`src/hdl/spool_pkg.sv`:
```
// spool_pkg: shared types, sizes, command codes and helpers for the slot pool
// used by spool_ctrl, slot_pool_with_oldest_eviction_top and spool_chk
package spool_pkg;

  // pool sizing
  localparam int SLOT_COUNT     = 16;
  localparam int PARTICLE_LIMIT = 1024;

  localparam int IDX_W   = (SLOT_COUNT > 1) ? $clog2(SLOT_COUNT) : 1;
  localparam int CNT_W   = $clog2(SLOT_COUNT + 1);
  localparam int TIME_W  = 20;
  localparam int COUNT_W = 11;
  localparam int REQ_W   = 16;

  localparam logic [TIME_W-1:0]  TIME_MAX  = {TIME_W{1'b1}};
  localparam logic [REQ_W-1:0]   LIMIT_REQ = REQ_W'(PARTICLE_LIMIT);
  localparam logic [REQ_W-1:0]   COUNT_MAX = REQ_W'({COUNT_W{1'b1}});

  // command codes
  localparam logic [1:0] CMD_SPAWN = 2'd0;
  localparam logic [1:0] CMD_TICK  = 2'd1;
  localparam logic [1:0] CMD_CLEAR = 2'd2;
  localparam logic [1:0] CMD_NOP   = 2'd3;

  typedef struct packed {
    logic [1:0]        command;
    logic [REQ_W-1:0]  particle_count;
    logic [TIME_W-1:0] lifetime;
    logic [7:0]        material_id;
    logic [TIME_W-1:0] delta_time;
  } in_item_t;

  typedef struct packed {
    logic               slot_valid;
    logic [3:0]         slot_index;
    logic               evicted;
    logic [COUNT_W-1:0] stored_count;
    logic [4:0]         active_count;
  } out_item_t;

  // one memory word per slot
  typedef struct packed {
    logic [TIME_W-1:0]  age;
    logic [TIME_W-1:0]  lifetime;
    logic [COUNT_W-1:0] particles;
    logic [7:0]         material;
  } slot_entry_t;

  // write and read request toward the slot memory
  typedef struct packed {
    logic              we;
    logic [IDX_W-1:0]  waddr;
    slot_entry_t       wdata;
    logic [IDX_W-1:0]  raddr;
  } mem_req_t;

  // clamp a requested count to the limit and to the stored width
  function automatic logic [COUNT_W-1:0] clamp_count(input logic [REQ_W-1:0] req);
    logic [REQ_W-1:0] n;
    n = req;
    if (n > LIMIT_REQ) n = LIMIT_REQ;
    if (n > COUNT_MAX) n = COUNT_MAX;
    return n[COUNT_W-1:0];
  endfunction

endpackage

```
`src/hdl/spool_ram.sv`:
```
// spool_ram: generic simple dual port memory, one write and one registered read
// no dependencies
module spool_ram #(
  parameter int WIDTH = 8,
  parameter int DEPTH = 16,
  parameter int AW    = (DEPTH > 1) ? $clog2(DEPTH) : 1
) (
  input  logic             clk,
  input  logic             we,
  input  logic [AW-1:0]    waddr,
  input  logic [WIDTH-1:0] wdata,
  input  logic [AW-1:0]    raddr,
  output logic [WIDTH-1:0] rdata
);

  logic [WIDTH-1:0] mem [DEPTH];

  // write port
  always_ff @(posedge clk) begin
    if (we) begin
      mem[waddr] <= wdata;
    end
  end

  // registered read port
  always_ff @(posedge clk) begin
    rdata <= mem[raddr];
  end

endmodule

```
`src/hdl/spool_ctrl.sv`:
```
// spool_ctrl: command sequencer, active bits and memory scan for the slot pool
// depends on spool_pkg; drives the slot memory through spool_pkg::mem_req_t
module spool_ctrl (
  input  logic                   clk,
  input  logic                   rst,
  input  logic                   in_valid,
  output logic                   in_stall,
  input  spool_pkg::in_item_t    in_item,
  output logic                   res_valid,
  output spool_pkg::out_item_t   res_item,
  input  logic                   res_take,
  output spool_pkg::mem_req_t    mem_req,
  input  spool_pkg::slot_entry_t mem_rdata
);

  localparam logic [1:0] S_IDLE = 2'd0;
  localparam logic [1:0] S_SCAN = 2'd1;
  localparam logic [1:0] S_EMIT = 2'd2;

  localparam int IDX_W = spool_pkg::IDX_W;
  localparam int PTR_W = IDX_W + 1;
  localparam logic [PTR_W-1:0] PTR_END  = PTR_W'(spool_pkg::SLOT_COUNT);
  localparam logic [IDX_W-1:0] IDX_LAST = IDX_W'(spool_pkg::SLOT_COUNT - 1);

  logic [1:0]                        state;
  logic [spool_pkg::SLOT_COUNT-1:0]  active;
  logic [spool_pkg::CNT_W-1:0]       act_cnt;
  logic [PTR_W-1:0]                  ptr;
  logic                              rd_pend;
  logic [IDX_W-1:0]                  rd_addr;
  spool_pkg::in_item_t               item;
  logic [IDX_W-1:0]                  best_idx;
  logic [spool_pkg::TIME_W-1:0]      best_age;
  logic                              r_valid;
  logic [IDX_W-1:0]                  r_idx;
  logic                              r_ev;
  logic [spool_pkg::COUNT_W-1:0]     r_cnt;

  logic                              accept;
  logic                              any_free;
  logic [IDX_W-1:0]                  free_idx;
  logic [spool_pkg::COUNT_W-1:0]     in_clamp;
  logic [spool_pkg::COUNT_W-1:0]     item_clamp;
  logic                              spawn_direct;
  logic                              scan_step;
  logic                              last;
  logic                              is_tick;
  logic [spool_pkg::TIME_W:0]        age_sum;
  logic [spool_pkg::TIME_W-1:0]      age_new;
  logic                              expire;
  logic                              is_better;
  logic [IDX_W-1:0]                  pick_idx;
  logic                              tick_wr;
  logic                              evict_wr;
  spool_pkg::in_item_t               src;

  assign accept    = in_valid && (state == S_IDLE);
  assign in_stall  = (state != S_IDLE);
  assign any_free  = ~&active;
  assign in_clamp  = spool_pkg::clamp_count(in_item.particle_count);
  assign item_clamp = spool_pkg::clamp_count(item.particle_count);

  // lowest free slot
  always_comb begin
    free_idx = '0;
    for (int i = spool_pkg::SLOT_COUNT - 1; i >= 0; i--) begin
      if (!active[i]) free_idx = IDX_W'(i);
    end
  end

  assign spawn_direct = accept && (in_item.command == spool_pkg::CMD_SPAWN) &&
                        (in_item.particle_count != '0) && any_free;

  // scan pipeline: read data for rd_addr arrives while the next read goes out
  assign scan_step = (state == S_SCAN) && rd_pend;
  assign last      = scan_step && (rd_addr == IDX_LAST);
  assign is_tick   = (item.command == spool_pkg::CMD_TICK);

  // saturating age update and expiry test
  assign age_sum = {1'b0, mem_rdata.age} + {1'b0, item.delta_time};
  assign age_new = age_sum[spool_pkg::TIME_W] ? spool_pkg::TIME_MAX
                                              : age_sum[spool_pkg::TIME_W-1:0];
  assign expire  = (age_new >= mem_rdata.lifetime);

  // oldest slot search, ties to the lowest index
  assign is_better = (rd_addr == '0) || (mem_rdata.age > best_age);
  assign pick_idx  = is_better ? rd_addr : best_idx;

  assign tick_wr  = scan_step && is_tick && active[rd_addr];
  assign evict_wr = last && !is_tick;
  assign src      = spawn_direct ? in_item : item;

  // memory request
  always_comb begin
    mem_req.we    = spawn_direct || tick_wr || evict_wr;
    mem_req.raddr = ptr[IDX_W-1:0];
    if (tick_wr) begin
      mem_req.waddr          = rd_addr;
      mem_req.wdata.age      = age_new;
      mem_req.wdata.lifetime = mem_rdata.lifetime;
      mem_req.wdata.particles = mem_rdata.particles;
      mem_req.wdata.material = mem_rdata.material;
    end else begin
      mem_req.waddr          = spawn_direct ? free_idx : pick_idx;
      mem_req.wdata.age      = '0;
      mem_req.wdata.lifetime = src.lifetime;
      mem_req.wdata.particles = spawn_direct ? in_clamp : item_clamp;
      mem_req.wdata.material = src.material_id;
    end
  end

  // control state
  always_ff @(posedge clk) begin
    if (rst) begin
      state   <= S_IDLE;
      active  <= '0;
      act_cnt <= '0;
      ptr     <= '0;
      rd_pend <= 1'b0;
    end else begin
      case (state)
        S_IDLE: begin
          if (accept) begin
            ptr     <= '0;
            rd_pend <= 1'b0;
            case (in_item.command)
              spool_pkg::CMD_SPAWN: begin
                if (in_item.particle_count == '0) begin
                  state <= S_EMIT;
                end else if (any_free) begin
                  active[free_idx] <= 1'b1;
                  act_cnt          <= act_cnt + 1'b1;
                  state            <= S_EMIT;
                end else begin
                  state <= S_SCAN;
                end
              end
              spool_pkg::CMD_TICK: begin
                state <= S_SCAN;
              end
              spool_pkg::CMD_CLEAR: begin
                active  <= '0;
                act_cnt <= '0;
                state   <= S_EMIT;
              end
              default: begin
                state <= S_EMIT;
              end
            endcase
          end
        end
        S_SCAN: begin
          if (ptr < PTR_END) ptr <= ptr + 1'b1;
          rd_pend <= (ptr < PTR_END);
          if (tick_wr && expire) begin
            active[rd_addr] <= 1'b0;
            act_cnt         <= act_cnt - 1'b1;
          end
          if (last) state <= S_EMIT;
        end
        S_EMIT: begin
          if (res_take) state <= S_IDLE;
        end
        default: begin
          state <= S_IDLE;
        end
      endcase
    end
  end

  // payload registers
  always_ff @(posedge clk) begin
    if (accept) begin
      item    <= in_item;
      r_valid <= spawn_direct;
      r_idx   <= spawn_direct ? free_idx : '0;
      r_ev    <= 1'b0;
      r_cnt   <= spawn_direct ? in_clamp : '0;
    end
    if (state == S_SCAN) begin
      rd_addr <= ptr[IDX_W-1:0];
    end
    if (scan_step && !is_tick) begin
      best_idx <= pick_idx;
      if (is_better) best_age <= mem_rdata.age;
    end
    if (evict_wr) begin
      r_valid <= 1'b1;
      r_idx   <= pick_idx;
      r_ev    <= 1'b1;
      r_cnt   <= item_clamp;
    end
  end

  // result toward the output register
  assign res_valid             = (state == S_EMIT);
  assign res_item.slot_valid   = r_valid;
  assign res_item.slot_index   = 4'(r_idx);
  assign res_item.evicted      = r_ev;
  assign res_item.stored_count = r_cnt;
  assign res_item.active_count = 5'(act_cnt);

endmodule

```
`src/hdl/slot_pool_with_oldest_eviction_top.sv`:
```
// slot_pool_with_oldest_eviction_top: slot pool top level with output register
// depends on spool_pkg, spool_ctrl and spool_ram
//
//   channel  | signals                       | direction
//   ---------+-------------------------------+----------
//   command  | in_valid, in_stall, in_item   | into block
//   result   | out_valid, out_stall, out_item| out of block
//
// one command is worked on at a time; a result goes out for every command
// spawn into a free slot, clear, no-op and zero-count spawn go straight to the result
// tick and evicting spawn first make one pass over the slot memory read port,
// one entry per cycle
// synchronous reset clears all active bits at once, no clearing pass
// the output register lets a new command start while a result is stalled
module slot_pool_with_oldest_eviction_top (
  input  logic                 clk,
  input  logic                 rst,
  input  logic                 in_valid,
  output logic                 in_stall,
  input  spool_pkg::in_item_t  in_item,
  output logic                 out_valid,
  input  logic                 out_stall,
  output spool_pkg::out_item_t out_item
);

  logic                   res_valid;
  spool_pkg::out_item_t   res_item;
  logic                   res_take;
  spool_pkg::mem_req_t    mem_req;
  spool_pkg::slot_entry_t mem_rdata;

  spool_ctrl u_ctrl (
    .clk       (clk),
    .rst       (rst),
    .in_valid  (in_valid),
    .in_stall  (in_stall),
    .in_item   (in_item),
    .res_valid (res_valid),
    .res_item  (res_item),
    .res_take  (res_take),
    .mem_req   (mem_req),
    .mem_rdata (mem_rdata)
  );

  spool_ram #(
    .WIDTH ($bits(spool_pkg::slot_entry_t)),
    .DEPTH (spool_pkg::SLOT_COUNT),
    .AW    (spool_pkg::IDX_W)
  ) u_ram (
    .clk   (clk),
    .we    (mem_req.we),
    .waddr (mem_req.waddr),
    .wdata (mem_req.wdata),
    .raddr (mem_req.raddr),
    .rdata (mem_rdata)
  );

  // output register
  assign res_take = res_valid && (!out_valid || !out_stall);

  always_ff @(posedge clk) begin
    if (rst) begin
      out_valid <= 1'b0;
    end else if (!out_valid || !out_stall) begin
      out_valid <= res_valid;
    end
  end

  always_ff @(posedge clk) begin
    if (res_take) begin
      out_item <= res_item;
    end
  end

endmodule

```
`config.mk`:
```
export PLATFORM = sky130hd
export DESIGN_NAME = slot_pool_with_oldest_eviction_top
export DESIGN_NICKNAME = d
export VERILOG_FILES = /design/src/hdl/spool_pkg.sv /design/src/hdl/spool_ram.sv /design/src/hdl/spool_ctrl.sv /design/src/hdl/slot_pool_with_oldest_eviction_top.sv
export SDC_FILE = /design/constraint.sdc
export NUM_CORES = 1
export LEC_CHECK = 0
export BUFFER_PORTS_ARGS = -buffer_cell sky130_fd_sc_hd__buf_2
export CORE_UTILIZATION = 55
export CTS_CLUSTER_SIZE = 28
export DETAILED_ROUTE_END_ITERATION = 7
export HOLD_SLACK_MARGIN = 0.15
export PLACE_DENSITY = 0.77
export RECOVER_POWER = 25
export SYNTH_ARGS = -nofsm -noshare
export SYNTH_HDL_FRONTEND = slang
export SYNTH_SLANG_ARGS = --single-unit
```
`constraint.sdc`:
```
create_clock -name clk -period 7.1 [get_ports clk]
set_input_delay 0.71 -clock clk [delete_from_list [all_inputs] [get_ports clk]]
set_output_delay 0.71 -clock clk [all_outputs]
set_load 0.1 [all_outputs]
```
==> run metrics, run 1 <==
worst path required time 7.54 ns; Seq/Total Area, Yosys 0.720; register share of total power 0.532; wirelength, routed 76,700 µm; PortBufs 85; die footprint 62,500 µm²; Net Sw Power 0.00224 W; root cell of the clock tree clkbuf_16; via count 18,000; Max clock buf depth 3; sw frac 0.218; average routed wire per standard cell 27.5 µm; CP arrival 6.03 ns; max-cap viol count 6; first-pass GRT wire length 115,000 µm; share of the synthesized area in the top cell type 0.678; CP Capture Type flop; synth unique cells 78; Setup Viol. Count Final 0; worst-skew pair later-pin latency 0.65 ns; Syn Inst Count 1,809; largest cells by area after synthesis edfxtp_1 68%, mux4_2 14%, dfxtp_1 4.3%, ha_1 2.3%, nand2_1 0.98%; area leader, netlist edfxtp_1; Worst-Margin Slew 4.25 ns; clk_skew 0.0544 ns; TritonCTS clock tree yes; post-cts gate resize count 0; Core Region 60,600 µm²; Synth Net Count 1,943; # H-tree levels 3; peak supply drop 0.351 mV; Yosys warning count 0; All-Layer GR Usage 0.251; Slowest cell on crit path or3_1; Pleak 11.8 nW; IO Pins 94; status finished, violations left; Post-synth EDFFs 763; gp weighted congestion 0.896; Syn-to-layout area delta 11.8%; largest net degree at the start of global routing 95; ys flop type edfxtp_1; Final #Nets 2,071; CP peak stage delay 0.54 ns; Die Wd 250 µm; relative slew slack -1.84; vias in the first global route 18,000; Final Max Tran Viols 219; Final Hold Vio Count 0; DP HPWL 40,700 µm; die extent in y 250 µm; failing checks max-capacitance violations, max-slew violations; gr ovfl total 0; Starting Density 0.558; Fin Hold WS 0.244 ns; setup repair bufs after CTS 0; Comb pwr share 0.054; RSZ-0062 raised after global routing false; # rows 90; share of layout cells above drive strength 1 0.205; Setup TNS Final 0 ns; Finished Core Util 0.624; Cell Area, Synth 33,800 µm²; Via density 6.46; fillers 4,120; DRT Pass-1 Iters 6; initial drt markers 1,935; Reg clk slew, reported paths 0.06 ns; f_max 179 MHz; worst path cell trace ha_1, fa_1, a211oi_1, nor2_1, o21a_1, a311o_1, nand2_1, a31oi_1, clkbuf_1, or3_1, ha_1, nand4_1, nor4_1, o21a_1, a211oi_2, buf_4, nor2_1, a22oi_1; ys async rst share 0; antenna viol nets, final 0; count leader, synth edfxtp_1; minimum clock period 5.59 ns; top cells by count, synth 763 x edfxtp_1, 204 x mux4_2, 88 x nand2_1, 72 x dfxtp_1, 63 x ha_1; CP Launch Type flop; Inserted Diodes 0; Num CTS Buffers 82; Pint 0.00806 W; clock tree sinks 835; clock power share 0.414; #FFs+latches synth 835; Power Density 273 nW/µm²; hold_buf cts 0; DRC violations left 0; final worst path period share 0.787; Worst Hold Class in2reg; crit path kind reg2reg; average cell area after synthesis 18.7 µm²; initial antenna violation count 2; worst-path maximum fanout 23
## final cells by class
type,instances,area (µm²),share of cell area
Multi-Input combinational cell,838,8980,0.238
Clock buffer,115,2320,0.0613
Tap cell,782,978,0.0259
Inverter,57,214,0.00566
Clock inverter,37,353,0.00933
Sequential cell,835,24400,0.644
Timing Repair Buffer,123,599,0.0159
## cell usage in the layout (no fill, tap or decap), types with 7 or more instances in the layout
master and n:
nor3_2 8, nor3_1 15, and2_1 18, xnor2_1 9, a21o_1 16, a211oi_1 13, clkbuf_8 10, nand3_1 22
o21ai_0 41, nand2b_1 15, nand2_1 88, edfxtp_1 763, dfxtp_1 70, clkinv_2 17, o211ai_1 10, a22oi_1 8
a21oi_1 45, mux2i_1 23, inv_1 57, nor2_1 62, clkinv_1 9, o311ai_0 7, or3_1 9, clkbuf_1 98
a31oi_1 12, clkbuf_16 84, nor2b_1 8, mux4_2 204, ha_1 63, o21ai_1 19, buf_4 26, buf_2 19
o21a_1 9, nor4_2 8, nand4_1 8
## flip-flops by register name (all words and copies together), names as in the netlist
signal	count
u_ctrl.active	16
out_item	22
u_ctrl.r_ev	1
u_ram.rdata	40
u_ctrl.ptr	5
u_ctrl.r_idx	4
u_ram.mem	640
u_ctrl.best_age	20
u_ctrl.rd_addr	4
u_ctrl.state	2
u_ctrl.best_idx	4
out_valid	1
u_ctrl.r_cnt	11
u_ctrl.rd_pend	1
u_ctrl.item	58
u_ctrl.r_valid	1
u_ctrl.act_cnt	5
## metrics by stage
step / cells / setup slack, ns / cell area (µm²) / power [W]
2_1_floorplan: 1809 / 0.290 / 33800 / 0.00597
6_report: 2787 / 1.51 / 37800 / 0.0103
4_1_cts: 2786 / 1.84 / 37900 / 0.0104
3_5_place_dp: 2634 / 1.98 / 35300 / 0.00614
3_3_place_gp: 2634 / 2.04 / 35300 / 0.00612
5_1_grt: 2787 / 1.20 / 37800 / 0.0106
## worst paths after layout
| path | cells after the start | from | slack, ns | to |
|---|---|---|---|---|
| worst min-delay path | 1 | in_item[4] | 0.24 | u_ctrl.item[4] |
| worst max-delay path | 18 | u_ctrl.item[0] | 1.51 | u_ctrl.active[8] |
| worst max register to register | 18 | u_ctrl.item[0] | 1.51 | u_ctrl.active[8] |
| worst min register to register | 0 | u_ctrl.r_cnt[3] | 0.42 | out_item[8] |
## power groups by stage
stage	registers (W)	clock network (W)	logic, W
after global placement	0.00558	0	0.000542
after floorplan	0.00563	0	0.000336
final	0.00548	0.00427	0.000557
after detailed placement	0.00558	0	0.000559
after global routing	0.00548	0.00451	0.000603
after CTS	0.00548	0.00432	0.000565
## worst max-delay path, delay by kind of cell (launching register included)
family          cells  cell delay [ns]
compound gates      7             1.57
fa+ha+maj           3             1.01
buf+inv             2             0.67
flops               1             0.37
simple gates        6             1.76
## cells by family after synthesis
| kind of cell | share of synthesized area |
|---|---|
| flip-flops | 0.720 |
| AO/OA/AOI/OAI | 0.0486 |
| XOR/XNOR | 0.00363 |
| AND/OR/NAND/NOR | 0.0438 |
| multiplexers | 0.143 |
| adder cells (fa/ha/maj) | 0.0239 |
| buffers and inverters | 0.0162 |
## routing by layer
| layer | vias up | wire length (µm) | global-route usage |
|---|---|---|---|
| met5 | - | 26 | 0 |
| met4 | 4 | 1930 | 0.0739 |
| met3 | 142 | 6770 | 0.0451 |
| met2 | 952 | 37400 | 0.404 |
| met1 | 9247 | 30600 | 0.355 |
| li1 | 7649 | - | - |
No activity file was read; power rests on OpenSTA's default activity.
==> run 2, diff against run 1 <==
- PLACE_DENSITY: 0.77 -> 0.75
- clock period: 7.1 -> 5.2 ns (I/O delays scaled with it)
==> run 2 against run 1 <==
Against the previous run: the run still ends with max-capacitance violations, max-slew violations left; final cell count grew 2.8%; global-route usage increased by 0.80 points; first-iteration DRC count is 1.2% lower; fmax rose by 12%; clock skew increased by 0.0022 ns; non-clock buffer count is 75 higher; register-to-register slack worse by 1.3 ns; sequential share of layout area fell by 1.7 points; clock-buffer cell count is 6 lower; worst setup slack lost 1.3 ns.
==> run metrics, run 2 (same netlist as run 1, synthesis figures left out) <==
# H-tree levels 3; via count 18,400; Comb pwr share 0.056; crit path kind reg2reg; Syn-to-layout area delta 14.9%; most common cell after layout, fill and taps aside edfxtp_1; gr ovfl total 0; biggest regs u_ram.mem x640, u_ctrl.item x58, u_ram.rdata x40; Worst Hold Class in2reg; worst-path maximum fanout 10; worst-skew pair later-pin latency 0.66 ns; Final Hold Vio Count 0; clock power share 0.423; max-cap viol count 7; Num CTS Buffers 84; sw frac 0.221; TritonCTS clock tree yes; Pint 0.0112 W; DRT Pass-1 Iters 5; # rows 90; Starting Density 0.558; wirelength, routed 79,300 µm; Pleak 12.2 nW; peak supply drop 0.391 mV; Power Density 370 nW/µm²; Largest register FFs 640; clk_skew 0.0567 ns; failing checks max-capacitance violations, max-slew violations; vias in the first global route 18,900; Fin Hold WS 0.183 ns; relative slew slack -1.39; Reg with most FFs u_ram.mem; die footprint 62,500 µm²; Via density 6.40; All-Layer GR Usage 0.259; placed instance count 2,654; Final #Nets 2,148; CP arrival 5.50 ns; Worst-Margin Slew 3.58 ns; root cell of the clock tree clkbuf_16; share of layout cells above drive strength 1 0.216; minimum clock period 5.00 ns; Hold Path Depth 1; antenna viol nets, final 0; die extent in y 250 µm; first-pass GRT wire length 119,000 µm; Max clock buf depth 3; initial drt markers 1,912; largest net degree at the start of global routing 99; Setup Viol. Count Final 0; initial antenna violation count 1; commonest cells after routing, fill and taps aside 763 x edfxtp_1, 204 x mux4_2, 97 x clkbuf_1; clock tree sinks 835; R2R depth 19; Seq. cell area 24,400 µm²; setup repair bufs after CTS 0; PortBufs 85; register share of total power 0.521; Core Region 60,600 µm²; average routed wire per standard cell 27.7 µm; status finished, violations left; Final Max Tran Viols 273; CP Capture Type flop; fillers 4,042; gp weighted congestion 0.895; DRC violations left 0; RSZ-0062 raised after global routing false; Reg clk slew, reported paths 0.06 ns; f_max 200 MHz; DP HPWL 42,200 µm; CP Launch Type flop; worst path required time 5.70 ns; multi-input logic area 9010 µm²; final worst path period share 0.961; IO Pins 94; Net Sw Power 0.00318 W; Final Power 0.0144 W; Die Wd 250 µm; Finished Layout Cells 2,866
-- run 2: changes by cell type in the layout (fill, tap and decap cells not counted), sizes merged --
cell / delta
bufinv: +3
buf: +16
diode: +1
clkbuf: -2
clkinvlp: +6
dlygate4sd3: +55
-- run 2: per-layer routing --
metal | share of wire | vias up | GRT usage
met5 | 0.00016 | - | 0
met2 | 0.50 | 923 | 0.423
met4 | 0.025 | 2 | 0.0771
met1 | 0.40 | 9484 | 0.362
li1 | - | 7807 | -
met3 | 0.076 | 138 | 0.0439
-- run 2: timing repair --
action / in CTS / in global routing
hold buffers: 55 / 0
hold endpoints to repair: 55 / 0
endpoints found under the setup margin: 0 / 20
resized for setup: 0 / 9
-- run 2: cell type report --
cell class                      instances  area share
Inverter                               57     0.00551
Clock buffer                          109      0.0586
Timing Repair Buffer                  198      0.0374
Antenna cell                            1   0.0000644
Clock inverter                         46      0.0139
Multi-Input combinational cell        838       0.232
Tap cell                              782      0.0252
Sequential cell                       835       0.627
-- run 2: worst paths after layout --
check | slack (ns) | startpoint | end
worst max register to register | 0.20 | u_ctrl.item[0] | u_ctrl.active[0]
worst min register to register | 0.42 | u_ctrl.r_cnt[4] | out_item[9]
worst max-delay path | 0.20 | u_ctrl.item[0] | u_ctrl.active[0]
worst min-delay path | 0.18 | in_item[62] | u_ctrl.item[62]
-- run 2: power by group through the flow --
stage	Sequential (W)	Clock [W]	Combinational, W
finish	0.00749	0.00609	0.000808
detailed placement	0.00762	0	0.000770
floorplan	0.00769	0	0.000460
global route	0.00749	0.00643	0.000874
CTS	0.00748	0.00617	0.000808
global placement	0.00762	0	0.000746
-- run 2: critical path, cell delays in order, from the launching register on --
cell and delay, ns:
edfxtp_1 0.38, ha_1 0.23, fa_2 0.39, a211oi_2 0.23, nor2_1 0.11, o21a_1 0.24
a311o_1 0.40, nand2_1 0.15, a31oi_4 0.14, buf_4 0.22, or2_2 0.30, ha_1 0.29
a21o_1 0.19, a21o_1 0.18, a21oi_1 0.34, nor2_1 0.16, a211oi_4 0.31, buf_6 0.20
a211oi_1 0.07, a2111oi_2 0.32
-- run 2: per-stage QoR --
step	util	setup TNS [ns]	instance area (µm²)	setup slack, ns
finish	0.641	0	38800	0.201
global route	0.641	0	38800	0.0369
CTS	0.644	0	39000	0.0312
detailed placement	0.588	0	35600	0.135
global placement	0.588	0	35600	0.279
floorplan	-	-535.75	33800	-1.47
